<file path="config.mk">
export PLATFORM = sky130hd
export DESIGN_NAME = round_robin_group_allocator_unit
export DESIGN_NICKNAME = d
export VERILOG_FILES = /design/src/rtl/core/rrga_pkg.sv /design/src/rtl/core/round_robin_group_allocator_unit.sv
export SDC_FILE = /design/constraint.sdc
export NUM_CORES = 1
export LEC_CHECK = 0
export BUFFER_PORTS_ARGS = -buffer_cell sky130_fd_sc_hd__buf_2
export CAP_MARGIN = 15
export CELL_PAD_IN_SITES_DETAIL_PLACEMENT = 1
export CELL_PAD_IN_SITES_GLOBAL_PLACEMENT = 1
export CORE_UTILIZATION = 34
export DETAILED_ROUTE_END_ITERATION = 8
export PLACE_DENSITY_LB_ADDON = 0.1
export RECOVER_POWER = 25
export SYNTH_ARGS = -nofsm -noshare
export SYNTH_HDL_FRONTEND = slang
export SYNTH_SLANG_ARGS = --single-unit
</file>
<file path="constraint.sdc">
create_clock -name clk -period 4.4 [get_ports clk]
set_input_delay 0.22 -clock clk [delete_from_list [all_inputs] [get_ports clk]]
set_output_delay 0.22 -clock clk [all_outputs]
set_load 0.03 [all_outputs]
</file>
<file path="src/rtl/core/rrga_pkg.sv">
// ----------------------------------------------------------------------------
// rrga_pkg - shared types and helpers for the round robin group allocator
// constants, register indexes, sequencer states and small helper functions
// ----------------------------------------------------------------------------
package rrga_pkg;

    // number of processor groups the allocator keeps counts for
    localparam int unsigned MaxGroups    = 4;
    localparam int unsigned GroupIdxW    = 2;
    localparam int unsigned GroupCountW  = 3;
    localparam int unsigned CpuCountW    = 7;
    localparam int unsigned CountW       = 16;
    localparam int unsigned CapW         = 9;
    localparam int unsigned MaskW        = 64;
    localparam int unsigned CfgIndexW    = 3;
    localparam int unsigned CfgDataW     = 7;

    localparam logic [CpuCountW-1:0]   CpusMax   = 7'd64;
    localparam logic [CountW-1:0]      CountMax  = 16'hFFFF;
    localparam logic [GroupCountW-1:0] GroupsMax = 3'(MaxGroups);

    // configuration register indexes
    localparam logic [CfgIndexW-1:0] CfgGroupCount = 3'd0;
    localparam logic [CfgIndexW-1:0] CfgGroup0Cpus = 3'd1;
    localparam logic [CfgIndexW-1:0] CfgGroup1Cpus = 3'd2;
    localparam logic [CfgIndexW-1:0] CfgGroup2Cpus = 3'd3;
    localparam logic [CfgIndexW-1:0] CfgGroup3Cpus = 3'd4;

    // sequencer states
    typedef enum logic [1:0] {
        ST_IDLE,
        ST_CAP,
        ST_SCAN,
        ST_UPDATE
    } rrga_state_t;

    // control decoded from the sequencer state
    typedef struct packed {
        logic sel_cap;
        logic cap_add;
        logic scan;
        logic update;
    } rrga_ctrl_t;

    // zero means one group, above the limit saturates
    function automatic logic [GroupCountW-1:0] groups_in_use(
        input logic [GroupCountW-1:0] gc
    );
        logic [GroupCountW-1:0] g;
        g = gc;
        if (g == '0)
            g = 3'd1;
        if (g > GroupsMax)
            g = GroupsMax;
        return g;
    endfunction

    // cpu counts above 64 saturate
    function automatic logic [CpuCountW-1:0] cpus_sat(
        input logic [CpuCountW-1:0] c
    );
        return (c > CpusMax) ? CpusMax : c;
    endfunction

    // n low bits set, n in 0..64
    function automatic logic [MaskW-1:0] mask_for(input logic [CpuCountW-1:0] n);
        return ~({MaskW{1'b1}} << n);
    endfunction

endpackage

</file>
<file path="src/rtl/core/round_robin_group_allocator_unit.sv">
// ----------------------------------------------------------------------------
// round_robin_group_allocator_unit - round robin worker placement
// places each worker request into a processor group, skipping full groups
// until the batch is oversubscribed, and returns group and affinity mask
// ----------------------------------------------------------------------------
//
//  channel   direction  handshake              payload
//  in        input      in_valid / in_stall    start_batch
//  out       output     out_valid / out_stall  group_index, affinity_mask
//  cfg       input      cfg_write              cfg_index, cfg_data
//
//  after the edge that takes an item the sequencer runs ST_CAP over the g
//  groups in use (1..4), then ST_SCAN over s groups (1..g), then ST_UPDATE,
//  which registers the result and raises out_valid; the capacity sum and
//  the scan share one read port on the cpu registers, one group a cycle
//  reset clears counts, batch total, pointer and config to reset values
//  in_stall stays high while an item is in work or a result waits on out
//  a stalled result holds in the output register until taken
//
module round_robin_group_allocator_unit
    import rrga_pkg::*;
(
    input  logic                   clk,
    input  logic                   rst_n,
    // request channel
    input  logic                   in_valid,
    output logic                   in_stall,
    input  logic                   start_batch,
    // result channel
    output logic                   out_valid,
    input  logic                   out_stall,
    output logic [GroupIdxW-1:0]   group_index,
    output logic [MaskW-1:0]       affinity_mask,
    // configuration
    input  logic                   cfg_write,
    input  logic [CfgIndexW-1:0]   cfg_index,
    input  logic [CfgDataW-1:0]    cfg_data
);

    // configuration registers
    logic [GroupCountW-1:0] group_count_reg;
    logic [CpuCountW-1:0]   group_cpus_reg [MaxGroups];

    // allocation state
    logic [GroupIdxW-1:0]   group_pointer_reg, group_pointer_next;
    logic [CountW-1:0]      assigned_reg [MaxGroups];
    logic [CountW-1:0]      batch_total_reg, batch_total_next;

    // sequencer
    rrga_state_t            state_reg, state_next;
    rrga_ctrl_t             ctrl;
    logic [GroupIdxW-1:0]   idx_reg, idx_next;     // capacity index / scan step
    logic [GroupIdxW-1:0]   p_reg, p_next;         // group under test
    logic [CapW-1:0]        cap_reg, cap_next;

    // result register
    logic                   out_valid_reg, out_valid_next;
    logic [GroupIdxW-1:0]   group_index_reg, group_index_next;
    logic [MaskW-1:0]       mask_reg, mask_next;

    logic                   in_fire;
    logic                   out_fire;
    logic [GroupCountW-1:0] g_use;
    logic [GroupIdxW-1:0]   g_last;     // index of the last group in use
    logic [GroupIdxW-1:0]   sel_idx;
    logic [CpuCountW-1:0]   sel_cpus;
    logic [CountW-1:0]      sel_assigned;
    logic                   hit;
    logic [GroupIdxW-1:0]   p_wrap;
    logic                   last_step;
    logic [GroupIdxW-1:0]   start_p;

    assign in_stall  = (state_reg != ST_IDLE) || out_valid_reg;
    assign in_fire   = in_valid && !in_stall;
    assign out_fire  = out_valid_reg && !out_stall;

    assign out_valid     = out_valid_reg;
    assign group_index   = group_index_reg;
    assign affinity_mask = mask_reg;

    assign g_use  = groups_in_use(group_count_reg);
    assign g_last = GroupIdxW'(g_use - 3'd1);

    // shared read port over the cpu registers: capacity index or scan pointer
    assign sel_idx      = ctrl.sel_cap ? idx_reg : p_reg;
    assign sel_cpus     = cpus_sat(group_cpus_reg[sel_idx]);
    assign sel_assigned = assigned_reg[p_reg];

    // group has room, or the batch is oversubscribed
    assign hit = ({9'd0, sel_assigned} < {16'd0, sel_cpus} + 25'd0)
              || (batch_total_reg >= {7'd0, cap_reg});

    assign p_wrap    = (p_reg == g_last) ? '0 : p_reg + 2'd1;
    assign last_step = (idx_reg == g_last);

    // pointer beyond the groups in use wraps to group zero
    assign start_p = (start_batch || ({1'b0, group_pointer_reg} >= g_use))
                   ? '0 : group_pointer_reg;

    // ------------------------------------------------------------------
    // next state
    // ------------------------------------------------------------------
    always_comb
    begin
        state_next = state_reg;
        case (state_reg)
            ST_IDLE:
            begin
                if (in_fire)
                    state_next = ST_CAP;
            end
            ST_CAP:
            begin
                if (last_step)
                    state_next = ST_SCAN;
            end
            ST_SCAN:
            begin
                if (hit || last_step)
                    state_next = ST_UPDATE;
            end
            ST_UPDATE:
            begin
                state_next = ST_IDLE;
            end
            default:
            begin
                state_next = ST_IDLE;
            end
        endcase
    end

    // ------------------------------------------------------------------
    // control outputs of the sequencer
    // ------------------------------------------------------------------
    always_comb
    begin
        ctrl = '0;
        case (state_reg)
            ST_IDLE:
            begin
                ctrl = '0;
            end
            ST_CAP:
            begin
                ctrl.sel_cap = 1'b1;
                ctrl.cap_add = 1'b1;
            end
            ST_SCAN:
            begin
                ctrl.scan = 1'b1;
            end
            ST_UPDATE:
            begin
                ctrl.update = 1'b1;
            end
            default:
            begin
                ctrl = '0;
            end
        endcase
    end

    // ------------------------------------------------------------------
    // datapath next values
    // ------------------------------------------------------------------
    always_comb
    begin
        idx_next           = idx_reg;
        p_next             = p_reg;
        cap_next           = cap_reg;
        group_pointer_next = group_pointer_reg;
        batch_total_next   = batch_total_reg;
        out_valid_next     = out_valid_reg;
        group_index_next   = group_index_reg;
        mask_next          = mask_reg;

        if (out_fire)
            out_valid_next = 1'b0;

        if (in_fire)
        begin
            idx_next = '0;
            p_next   = start_p;
            cap_next = '0;
            if (start_batch)
            begin
                group_pointer_next = '0;
                batch_total_next   = '0;
            end
        end

        // capacity sum, one group a cycle
        if (ctrl.cap_add)
        begin
            cap_next = cap_reg + {2'd0, sel_cpus};
            idx_next = last_step ? '0 : idx_reg + 2'd1;
        end

        // scan from the pointer; after a full miss p is back at its start
        if (ctrl.scan && !hit)
        begin
            p_next   = p_wrap;
            idx_next = idx_reg + 2'd1;
        end

        // place the worker in group p
        if (ctrl.update)
        begin
            if (batch_total_reg != CountMax)
                batch_total_next = batch_total_reg + 16'd1;
            group_pointer_next = p_wrap;
            out_valid_next     = 1'b1;
            group_index_next   = p_reg;
            mask_next          = mask_for(sel_cpus);
        end
    end

    // ------------------------------------------------------------------
    // registers
    // ------------------------------------------------------------------
    always_ff @(posedge clk or negedge rst_n)
    begin
        if (!rst_n)
        begin
            state_reg         <= ST_IDLE;
            group_pointer_reg <= '0;
            batch_total_reg   <= '0;
            out_valid_reg     <= 1'b0;
            idx_reg           <= '0;
            p_reg             <= '0;
            cap_reg           <= '0;
        end
        else
        begin
            state_reg         <= state_next;
            group_pointer_reg <= group_pointer_next;
            batch_total_reg   <= batch_total_next;
            out_valid_reg     <= out_valid_next;
            idx_reg           <= idx_next;
            p_reg             <= p_next;
            cap_reg           <= cap_next;
        end
    end

    // result payload
    always_ff @(posedge clk)
    begin
        group_index_reg <= group_index_next;
        mask_reg        <= mask_next;
    end

    // per-group counts, cleared at batch start, saturating increment
    always_ff @(posedge clk or negedge rst_n)
    begin
        if (!rst_n)
        begin
            for (int i = 0; i < int'(MaxGroups); i++)
                assigned_reg[i] <= '0;
        end
        else if (in_fire && start_batch)
        begin
            for (int i = 0; i < int'(MaxGroups); i++)
                assigned_reg[i] <= '0;
        end
        else if (ctrl.update && (sel_assigned != CountMax))
        begin
            assigned_reg[p_reg] <= sel_assigned + 16'd1;
        end
    end

    // configuration registers; indexes beyond the list are ignored
    always_ff @(posedge clk or negedge rst_n)
    begin
        if (!rst_n)
        begin
            group_count_reg   <= 3'd1;
            group_cpus_reg[0] <= 7'd64;
            group_cpus_reg[1] <= '0;
            group_cpus_reg[2] <= '0;
            group_cpus_reg[3] <= '0;
        end
        else if (cfg_write)
        begin
            case (cfg_index)
                CfgGroupCount: group_count_reg   <= cfg_data[GroupCountW-1:0];
                CfgGroup0Cpus: group_cpus_reg[0] <= cfg_data;
                CfgGroup1Cpus: group_cpus_reg[1] <= cfg_data;
                CfgGroup2Cpus: group_cpus_reg[2] <= cfg_data;
                CfgGroup3Cpus: group_cpus_reg[3] <= cfg_data;
                default:       group_count_reg   <= group_count_reg;
            endcase
        end
    end

endmodule

</file>
==> flow_metrics.env, run 1 <==
export IMPL_status="finished, violations left"
export IMPL_violations="capacitance limit, slew limit"
export IMPL_die_w_um=169
export IMPL_grt_max_degree=71
export IMPL_design_area_um2=10900
export IMPL_syn_to_final_growth_pct=14.9
export IMPL_dr_total_vias=6835
export IMPL_setup_viol=0
export IMPL_worst_slack_ps=368
export IMPL_met2_usage=0.325
export IMPL_ir_worst_vdd_uv=294
export IMPL_maxCapViolations=1
export IMPL_fin_nets=948
export IMPL_clock_sink_count=195
export IMPL_dieHeight_um=169
export IMPL_track_usage=0.195
export IMPL_rsz0062_at_grt="no"
export IMPL_ys_flop_type="dfrtp_1"
export IMPL_drv_slew=35
export IMPL_yosysMostFrequentCell="dfrtp_1"
export IMPL_dpl_cell_area_um2=10400
export IMPL_crit_start="state_reg[1]$_DFFE_PN0P_"
export IMPL_dr_first_iter_drc_count=380
export IMPL_gr_total_overflow=0
export IMPL_postRouteAntennaNets=0
export IMPL_p_total_mw=8.27
export IMPL_synth_common_cells="dfrtp_1, nand2_1, edfxtp_1"
export IMPL_synth_area_um2=9510
export IMPL_drive_gt1_frac=0.149
export IMPL_tritoncts="done"
export IMPL_netlist_area_leader_share=0.334
export IMPL_antenna_found_initial=0
export IMPL_async_flop_share=0.662
export IMPL_path_class="reg2reg"
export IMPL_clkLatencyLatePin_ps=450
export IMPL_endpoint_kind="register"
export IMPL_viasPerCell=5.33
export IMPL_postSynthAreaPerCell_um2=11.7
export IMPL_grt_pass1_vias=7381
export IMPL_root_buffer="clkbuf_16"
export IMPL_slew_headroom=-0.330
export IMPL_pre_cts_slack_ps=105
export IMPL_worstPathRequired_ps=4730
export IMPL_yosysWarnings=0
export IMPL_leakage_nw=4.47
export IMPL_finalWirelength_um=26700
export IMPL_fin_skew_ps=17.6
export IMPL_worstMarginPinSlew_ps=2000
export IMPL_drc=0
export IMPL_worstPathArrival_ps=4360
export IMPL_fin_setup_tns_ps=0
export IMPL_htreeDepth=4
export IMPL_period_minus_slack_ps=4030
export IMPL_initial_core_util=0.350
export IMPL_min_from="cfg_data[3]"
export IMPL_cts_made_buffers=17
export IMPL_p_per_area_nw_per_um2=757
export IMPL_grt_pass1_wl_um=42900
export IMPL_fmax_ghz=0.248
export IMPL_ys_seq_elements=195
export IMPL_hold_viol=0
export IMPL_synth_top_area_cell="dfrtp_1"
export IMPL_dieArea_um2=28600
export IMPL_critPathLaunchType="register"
export IMPL_synth_cell_type_count=63
export IMPL_cp_max_fo=9
export IMPL_reg2reg_from="state_reg[1]$_DFFE_PN0P_"
export IMPL_hold_path_class="in2reg"
export IMPL_pin_count=84
export IMPL_rows=60
export IMPL_met3_usage=0.0245
export IMPL_hpwlAfterDp_um=19100
export IMPL_clockBufferDepth=2
export IMPL_yosysSeqAreaShare=0.548
export IMPL_drt_first_pass_iters=4
export IMPL_diodes=0
export IMPL_period_share=0.916
export IMPL_place_congestion=0.789
export IMPL_port_buffer_count=83
export IMPL_synth_nets=862
export IMPL_core_area_um2=27200
export IMPL_ys_top_cells_by_area="dfrtp_1, edfxtp_1, ha_1"
export IMPL_grt_busiest_layer="met2"
export IMPL_wl_per_cell_um=20.8
export IMPL_clk_pin_slew_ps=80
export IMPL_use_met1=0.268
export IMPL_netlist_instances=811
export IMPL_synth_edf_count=66
## per-stage QoR
stage	hold slack [ps]	util	instances
after floorplan	-75.6	-	811
after global placement	206	0.382	1247
after detailed placement	221	0.382	1247
after CTS	37.0	0.404	1281
after global routing	48.6	0.402	1282
final	52.8	0.402	1282
## power by group
group | switching, mW | total, mW | internal [mW] | leakage, nW
registers | 0.322 | 2.96 | 2.64 | 2.29
clock network | 0.815 | 1.58 | 0.761 | 0.282
logic | 2.57 | 3.73 | 1.15 | 1.89
## routing by layer
layer	wire [µm]	up-vias	share of wire
met4	362	0	0.014
met1	12800	3571	0.48
met2	13000	74	0.49
li1	-	3163	-
met3	502	27	0.019
met5	0	-	0
## logic make-up after synthesis
| group | Yosys count | synth area share |
|---|---|---|
| simple gates | 226 | 0.113 |
| compound gates | 194 | 0.137 |
| mux | 65 | 0.104 |
| xor+xnor | 24 | 0.0221 |
| fa+ha+maj | 35 | 0.0468 |
| flops | 195 | 0.548 |
| buf+inv | 72 | 0.0301 |
## placed cells by master (no fill, tap or decap), types with 9 or more instances in the layout
cell / instances
a32o_1: 22
a21oi_1: 53
edfxtp_1: 66
nand3_1: 28
a22o_1: 23
xor2_1: 11
nand2_1: 91
buf_4: 15
buf_2: 20
clkbuf_16: 17
clkbuf_1: 64
a21o_1: 10
mux4_2: 13
dfrtp_1: 127
o21ai_0: 51
mux2_2: 34
ha_1: 33
and2_1: 9
nor2_1: 41
inv_1: 37
xnor2_1: 13
## final timing paths
| check | end | slack (ps) | depth (start not counted) |
|---|---|---|---|
| max reg2reg | idx_reg[1]$_DFFE_PN0P_ | 370 | 14 |
| min reg2reg | assigned_reg[46]$_DFFE_PN0P_ | 490 | 2 |
| max | idx_reg[1]$_DFFE_PN0P_ | 370 | 14 |
| max in group asynchronous | group_cpus_reg[1]$_DFFE_PN0P_ | 1850 | 3 |
| min in group asynchronous | batch_total_reg[15]$_DFF_PN0_ | 880 | 2 |
| min | group_cpus_reg[17]$_DFFE_PN0P_ | 50 | 2 |
## worst max-delay path, cell delays in order, from the launching register on
cell and delay [ps]:
dfrtp_1 430, inv_1 120, ha_2 300, mux2i_4 480, mux2i_1 150, mux2_2 370, nand2b_1 200, ha_1 320
nand3_1 110, nor3_1 210, o41ai_1 100, o211a_1 260, a211oi_2 480, nor2_1 110, a32o_1 270
## repair_timing
action / 4_1_cts / 5_1_grt
endpoints found under the hold margin: 33 / 0
buffers inserted: 0 / 0
resized for setup: 0 / 4
hold buffers: 2 / 0
setup endpoints to repair: 0 / 8
## final cells by class
type / count / area, µm²
Fill cell: 2991 / 16300
Sequential cell: 195 / 5210
Multi-Input combinational cell: 544 / 4050
Timing Repair Buffer: 101 / 473
Tap cell: 372 / 465
Clock buffer: 17 / 425
Clock inverter: 15 / 155
Inverter: 38 / 143
Power figures use the tool's default switching activity.
==> run 2: changes to the inputs <==
==> constraint.sdc (replaced) <==
create_clock -name clk -period 4.4 [get_ports clk]
set_input_delay 0.88 -clock clk [delete_from_list [all_inputs] [get_ports clk]]
set_output_delay 0.88 -clock clk [all_outputs]
set_load 0.03 [all_outputs]
==> run 2 against run 1 <==
  * The flow still finishes with violations (capacitance limit, slew limit)
  * Core utilization is 0.27 points higher
  * Clock skew rose by 2.8 ps
  * Sequential power barely moved
  * Critical path depth up 1
  * Cell count shrank 0.23%
  * First-iteration DRC count rose by 10%
  * Fmax decreased by 1.1%
  * Non-clock buffer count down 3
  * Die area stayed put
  * Routed wire length shrank 0.73%
  * Register-to-register slack worse by 40 ps
==> flow_metrics.env, run 2 (synthesized netlist as in run 1, its figures left out) <==
export IMPL_initial_core_util=0.350
export IMPL_drv_slew=30
export IMPL_slowest_delay_ps=600
export IMPL_setup_viol=0
export IMPL_dr_first_iter_drc_count=419
export IMPL_multiInputGateArea_um2=4050
export IMPL_leakage_nw=4.62
export IMPL_hold_path_class="reg2reg"
export IMPL_syn_to_final_growth_pct=15.6
export IMPL_diodes=0
export IMPL_rows=60
export IMPL_status="finished, violations left"
export IMPL_cp_common_cell="a21o_1"
export IMPL_rsz0062_at_grt="no"
export IMPL_slew_headroom=-0.106
export IMPL_place_congestion=0.754
export IMPL_hold_viol=0
export IMPL_reg2reg_from="state_reg[1]$_DFFE_PN0P_"
export IMPL_wl_met1_um=12500
export IMPL_htreeDepth=4
export IMPL_core_area_um2=27200
export IMPL_period_share=0.927
export IMPL_timing_rr_end="cap_reg[8]$_DFFE_PN0P_"
export IMPL_fin_skew_ps=20.4
export IMPL_p_per_area_nw_per_um2=762
export IMPL_finalWirelength_um=26500
export IMPL_whs_path_depth=2
export IMPL_fin_nets=945
export IMPL_drt_first_pass_iters=4
export IMPL_dr_max_layer_used="met4"
export IMPL_timing_hold_ws_ps=489
export IMPL_critPathLaunchType="register"
export IMPL_postRouteAntennaNets=0
export IMPL_crit_family="multiplexers"
export IMPL_drive_gt1_frac=0.219
export IMPL_hpwlAfterDp_um=18900
export IMPL_regArea_um2=5210
export IMPL_period_minus_slack_ps=4080
export IMPL_clock_sink_count=195
export IMPL_drc=0
export IMPL_antenna_found_initial=0
export IMPL_fin_setup_tns_ps=0
export IMPL_die_w_um=169
export IMPL_root_buffer="clkbuf_16"
export IMPL_rrSetupSlack_ps=320
export IMPL_clk_pin_slew_ps=80
export IMPL_wl_per_cell_um=20.7
export IMPL_gr_total_overflow=0
export IMPL_crit_buf_inv=3
export IMPL_tritoncts="done"
export IMPL_worstMarginPinSlew_ps=1660
export IMPL_maxCapViolations=1
export IMPL_worstPathArrival_ps=4390
export IMPL_endpoint_kind="register"
export IMPL_track_usage=0.194
export IMPL_layout_common_cells="dfrtp_1, nand2_1, buf_2"
export IMPL_cts_made_buffers=17
export IMPL_dr_total_vias=6917
export IMPL_grt_max_degree=102
export IMPL_cp_slowest_cell="mux4_2"
export IMPL_clkLatencyLatePin_ps=450
export IMPL_min_from="assigned_reg[60]$_DFFE_PN0P_"
export IMPL_ir_worst_vdd_uv=257
export IMPL_pin_count=84
export IMPL_violations="capacitance limit, slew limit"
export IMPL_final_common_cell="dfrtp_1"
export IMPL_path_cells="inv_1 > ha_2 > mux2i_4 > buf_4 > mux4_2 > nand2_1 > inv_1 > fa_1 > a21o_1 > a21o_1 > a21o_1 > a21oi_1 > o21bai_1 > mux2_2 > o311ai_0"
export IMPL_cts_setup_buffers=0
export IMPL_path_class="reg2reg"
export IMPL_r2r_worst_path_cells=15
export IMPL_viasPerCell=5.41
export IMPL_clockBufferDepth=2
export IMPL_fmax_ghz=0.245
export IMPL_grt_pass1_vias=7315
export IMPL_wl_met2_um=12900
export IMPL_whs_endpoint="assigned_reg[60]$_DFFE_PN0P_"
export IMPL_port_buffer_count=83
export IMPL_dieArea_um2=28600
export IMPL_cp_max_fo=7
export IMPL_dieHeight_um=169
export IMPL_wl_met3_um=698
export IMPL_grt_pass1_wl_um=42600
export IMPL_worstPathRequired_ps=4710
export IMPL_fillers=2994
-- run 2: cell types whose count changed in the layout (fill, tap and decap cells not counted), sizes merged --
cell and change:
clkbuf -60, dlygate4sd3 -2, clkinv -3, buf +59
inv +2, clkinvlp +1
-- run 2: final cells by class --
| class | instances | share of cell area |
|---|---|---|
| well taps | 372 | 0.0423 |
| repair buffers | 98 | 0.0478 |
| clock buffers | 17 | 0.0387 |
| inverters | 38 | 0.0130 |
| clock inverters | 15 | 0.0160 |
| flip-flops and latches | 195 | 0.474 |
| multi-input cells | 544 | 0.368 |
-- run 2: per-layer routing --
| layer | vias to the layer above | global-route usage |
|---|---|---|
| met5 | - | 0 |
| met4 | 0 | 0.0588 |
| met3 | 25 | 0.0233 |
| met2 | 104 | 0.321 |
| met1 | 3626 | 0.268 |
| li1 | 3162 | - |
-- run 2: stage by stage --
stage	area, µm²	util	setup WS [ps]	cells	power, mW
after floorplan	9510	-	321	811	5.57
after global placement	10400	0.382	348	1246	6.67
after detailed placement	10400	0.382	48.2	1246	6.80
after CTS	11000	0.404	27.2	1278	8.45
after global routing	11000	0.405	23.1	1279	8.93
final	11000	0.405	323	1279	8.38
-- run 2: worst max path at each step --
| stage | from | to | slack [ps] | cells past startpoint |
|---|---|---|---|---|
| after floorplan | state_reg[1]$_DFFE_PN0P_ | state_reg[1]$_DFFE_PN0P_ | 320 | 15 |
| after global placement | state_reg[1]$_DFFE_PN0P_ | state_reg[1]$_DFFE_PN0P_ | 350 | 13 |
| after detailed placement | state_reg[1]$_DFFE_PN0P_ | state_reg[1]$_DFFE_PN0P_ | 50 | 13 |
| after CTS | state_reg[1]$_DFFE_PN0P_ | state_reg[1]$_DFFE_PN0P_ | 30 | 13 |
| after global routing | state_reg[1]$_DFFE_PN0P_ | cap_reg[8]$_DFFE_PN0P_ | 20 | 16 |
| final | state_reg[1]$_DFFE_PN0P_ | cap_reg[8]$_DFFE_PN0P_ | 320 | 15 |
-- run 2: power by group --
| part | switching (mW) | internal (mW) |
|---|---|---|
| Combinational | 2.57 | 1.23 |
| Clock | 0.848 | 0.778 |
| Sequential | 0.312 | 2.64 |
| Total | 3.73 | 4.64 |
-- run 2: worst reg2reg max path, delay by kind of cell, from the launching register on --
kind	cells	cell delay, ps
multiplexers	3	1170
AO/OA/AOI/OAI	6	1040
AND/OR/NAND/NOR	1	140
buffers and inverters	3	440
adder cells (fa/ha/maj)	2	740
flip-flops	1	430
-- run 2: what timing repair did --
action                                  CTS  global route
endpoints found under the setup margin    0             9
resized for setup                         0             4
hold buffers                              0             0
==> run 3: changes to the inputs <==
--- a/config.mk
+++ b/config.mk
@@ -13,6 +13,7 @@
 export DETAILED_ROUTE_END_ITERATION = 8
 export PLACE_DENSITY_LB_ADDON = 0.1
 export RECOVER_POWER = 25
+export SETUP_SLACK_MARGIN = 0.5
 export SYNTH_ARGS = -nofsm -noshare
 export SYNTH_HDL_FRONTEND = slang
 export SYNTH_SLANG_ARGS = --single-unit
==> run 3 against run 2 <==
  * The run still ends with capacitance limit, slew limit left
  * Sequential power barely moved
  * Worst hold slack got worse by 1.3 ps
  * Clock-buffer cell count did not move
  * Via count fell by 0.61%
  * Clock skew fell by 4.7 ps
  * Register-to-register slack improved by 340 ps
  * Power rose by 1.2%
  * Clock power barely moved
  * Core utilization rose by 0.47 points
  * Non-clock buffer count rose by 9
  * Critical path depth did not move
  * Largest power group unchanged
  * Highest routed layer unchanged
==> flow_metrics.env, run 3 (synthesized netlist as in run 1, its figures left out) <==
export IMPL_finalWirelength_um=26600
export IMPL_core_area_um2=27200
export IMPL_worstMarginPinSlew_ps=1720
export IMPL_die_w_um=169
export IMPL_combPwrFrac=0.462
export IMPL_syn_to_final_growth_pct=17.0
export IMPL_viasPerCell=5.34
export IMPL_seqPwrFrac=0.349
export IMPL_period_minus_slack_ps=3730
export IMPL_dr_first_iter_drc_count=344
export IMPL_drv_slew=132
export IMPL_antenna_found_initial=0
export IMPL_clock_sink_count=195
export IMPL_hold_viol=0
export IMPL_met3_usage=0.0322
export IMPL_p_int_mw=4.77
export IMPL_final_common_cell="dfrtp_1"
export IMPL_critPathLaunchType="register"
export IMPL_tritoncts="done"
export IMPL_grt_pass1_vias=7415
export IMPL_hpwlAfterDp_um=18900
export IMPL_p_per_area_nw_per_um2=762
export IMPL_gr_total_overflow=0
export IMPL_dieArea_um2=28600
export IMPL_rsz0062_at_grt="no"
export IMPL_clkPwrFrac=0.189
export IMPL_fmax_ghz=0.268
export IMPL_pin_count=84
export IMPL_cts_made_buffers=17
export IMPL_place_congestion=0.794
export IMPL_diodes=0
export IMPL_slew_headroom=-0.149
export IMPL_path_class="reg2reg"
export IMPL_worstPathArrival_ps=4040
export IMPL_htreeDepth=4
export IMPL_use_met1=0.265
export IMPL_hold_buffers=0
export IMPL_dr_total_vias=6875
export IMPL_postRouteAntennaNets=0
export IMPL_port_buffer_count=83
export IMPL_finalNonFillerCells=1288
export IMPL_dp_cells=1246
export IMPL_drt_first_pass_iters=4
export IMPL_drive_gt1_frac=0.235
export IMPL_worstPathRequired_ps=4710
export IMPL_endpoint_kind="register"
export IMPL_leakage_nw=4.67
export IMPL_fillers=2966
export IMPL_fin_nets=954
export IMPL_grt_busiest_layer="met2"
export IMPL_track_usage=0.194
export IMPL_violations="capacitance limit, slew limit"
export IMPL_rows=60
export IMPL_root_buffer="clkbuf_16"
export IMPL_period_share=0.849
export IMPL_clockBufferDepth=2
export IMPL_status="finished, violations left"
export IMPL_setup_viol=0
export IMPL_clk_pin_slew_ps=70
export IMPL_p_sw_frac=0.438
export IMPL_grt_pass1_wl_um=42600
export IMPL_clkLatencyLatePin_ps=440
export IMPL_initial_core_util=0.350
export IMPL_cp_max_fo=7
export IMPL_ir_worst_vdd_uv=268
export IMPL_drc=0
export IMPL_fin_setup_tns_ps=0
export IMPL_maxCapViolations=2
export IMPL_grt_max_degree=71
export IMPL_met2_usage=0.322
export IMPL_wl_per_cell_um=20.7
export IMPL_layout_common_cells="dfrtp_1, nand2_1, buf_2"
export IMPL_netSwitchingPower_mw=3.71
export IMPL_fin_skew_ps=15.6
export IMPL_dieHeight_um=169
export IMPL_hold_path_class="reg2reg"
## run 3: worst paths after layout
| check | startpoint | endpoint | slack (ps) | cells after the start |
|---|---|---|---|---|
| max | state_reg[1]$_DFFE_PN0P_ | state_reg[1]$_DFFE_PN0P_ | 670 | 15 |
| min | assigned_reg[54]$_DFFE_PN0P_ | assigned_reg[54]$_DFFE_PN0P_ | 490 | 1 |
| max reg2reg | state_reg[1]$_DFFE_PN0P_ | state_reg[1]$_DFFE_PN0P_ | 670 | 15 |
| min reg2reg | assigned_reg[54]$_DFFE_PN0P_ | assigned_reg[54]$_DFFE_PN0P_ | 490 | 1 |
| max in group asynchronous | rst_n | assigned_reg[19]$_DFFE_PN0P_ | 1130 | 2 |
| min in group asynchronous | rst_n | batch_total_reg[11]$_DFF_PN0_ | 820 | 1 |
## run 3: repair_timing
| item | 4_1_cts | 5_1_grt |
|---|---|---|
| endpoints found under the setup margin | 10 | 6 |
| pin swaps | 0 | 2 |
| setup buffers | 6 | 4 |
| gates resized for setup | 4 | 7 |
## run 3: metrics by stage
| step | utilization | cell area (µm²) | hold WS [ps] | worst slack [ps] | power [mW] |
|---|---|---|---|---|---|
| 4_1_cts | 0.408 | 11100 | 490 | 511 | 8.51 |
| 6_report | 0.409 | 11100 | 487 | 666 | 8.48 |
| 3_5_place_dp | 0.383 | 10400 | 471 | 101 | 6.80 |
| 3_3_place_gp | 0.383 | 10400 | 456 | 278 | 6.67 |
| 2_1_floorplan | - | 9530 | 442 | 560 | 5.58 |
| 5_1_grt | 0.409 | 11100 | 507 | 505 | 9.04 |
## run 3: worst max-delay path, stage by stage (launching register included)
cell and delay [ps]:
dfrtp_2 440, inv_2 100, ha_4 180, mux2i_4 280
buf_4 160, mux2_2 370, mux2i_4 250, nand2b_1 120
ha_1 310, nand3_1 110, nor3_2 170, o41ai_1 100
o211a_1 280, a211oi_2 200, and4bb_1 250, a311o_1 310
## run 3: layer usage
layer | part of all wire | up-vias | wire, µm
li1 | - | 3172 | -
met1 | 0.47 | 3579 | 12500
met2 | 0.49 | 105 | 13000
met3 | 0.028 | 19 | 743
met4 | 0.013 | 0 | 337
met5 | 0 | - | 0
## run 3: cell type report
cell class                 instances  area, µm²  area share
multi-input combinational        544       4090       0.367
sequential                       195       5210       0.469
timing repair buffer             107        613      0.0551
tap                              372        465      0.0418
inverter                          38        143      0.0128
clock inverter                    15        181      0.0163
clock buffer                      17        425      0.0382
## run 3: power by group through the flow
stage / clock network (mW) / logic, mW / registers, mW
after floorplan: 0 / 2.08 / 3.50
after global placement: 0 / 3.70 / 2.97
after detailed placement: 0 / 3.80 / 2.99
after CTS: 1.65 / 3.90 / 2.96
after global routing: 1.71 / 4.30 / 3.02
final: 1.60 / 3.92 / 2.96
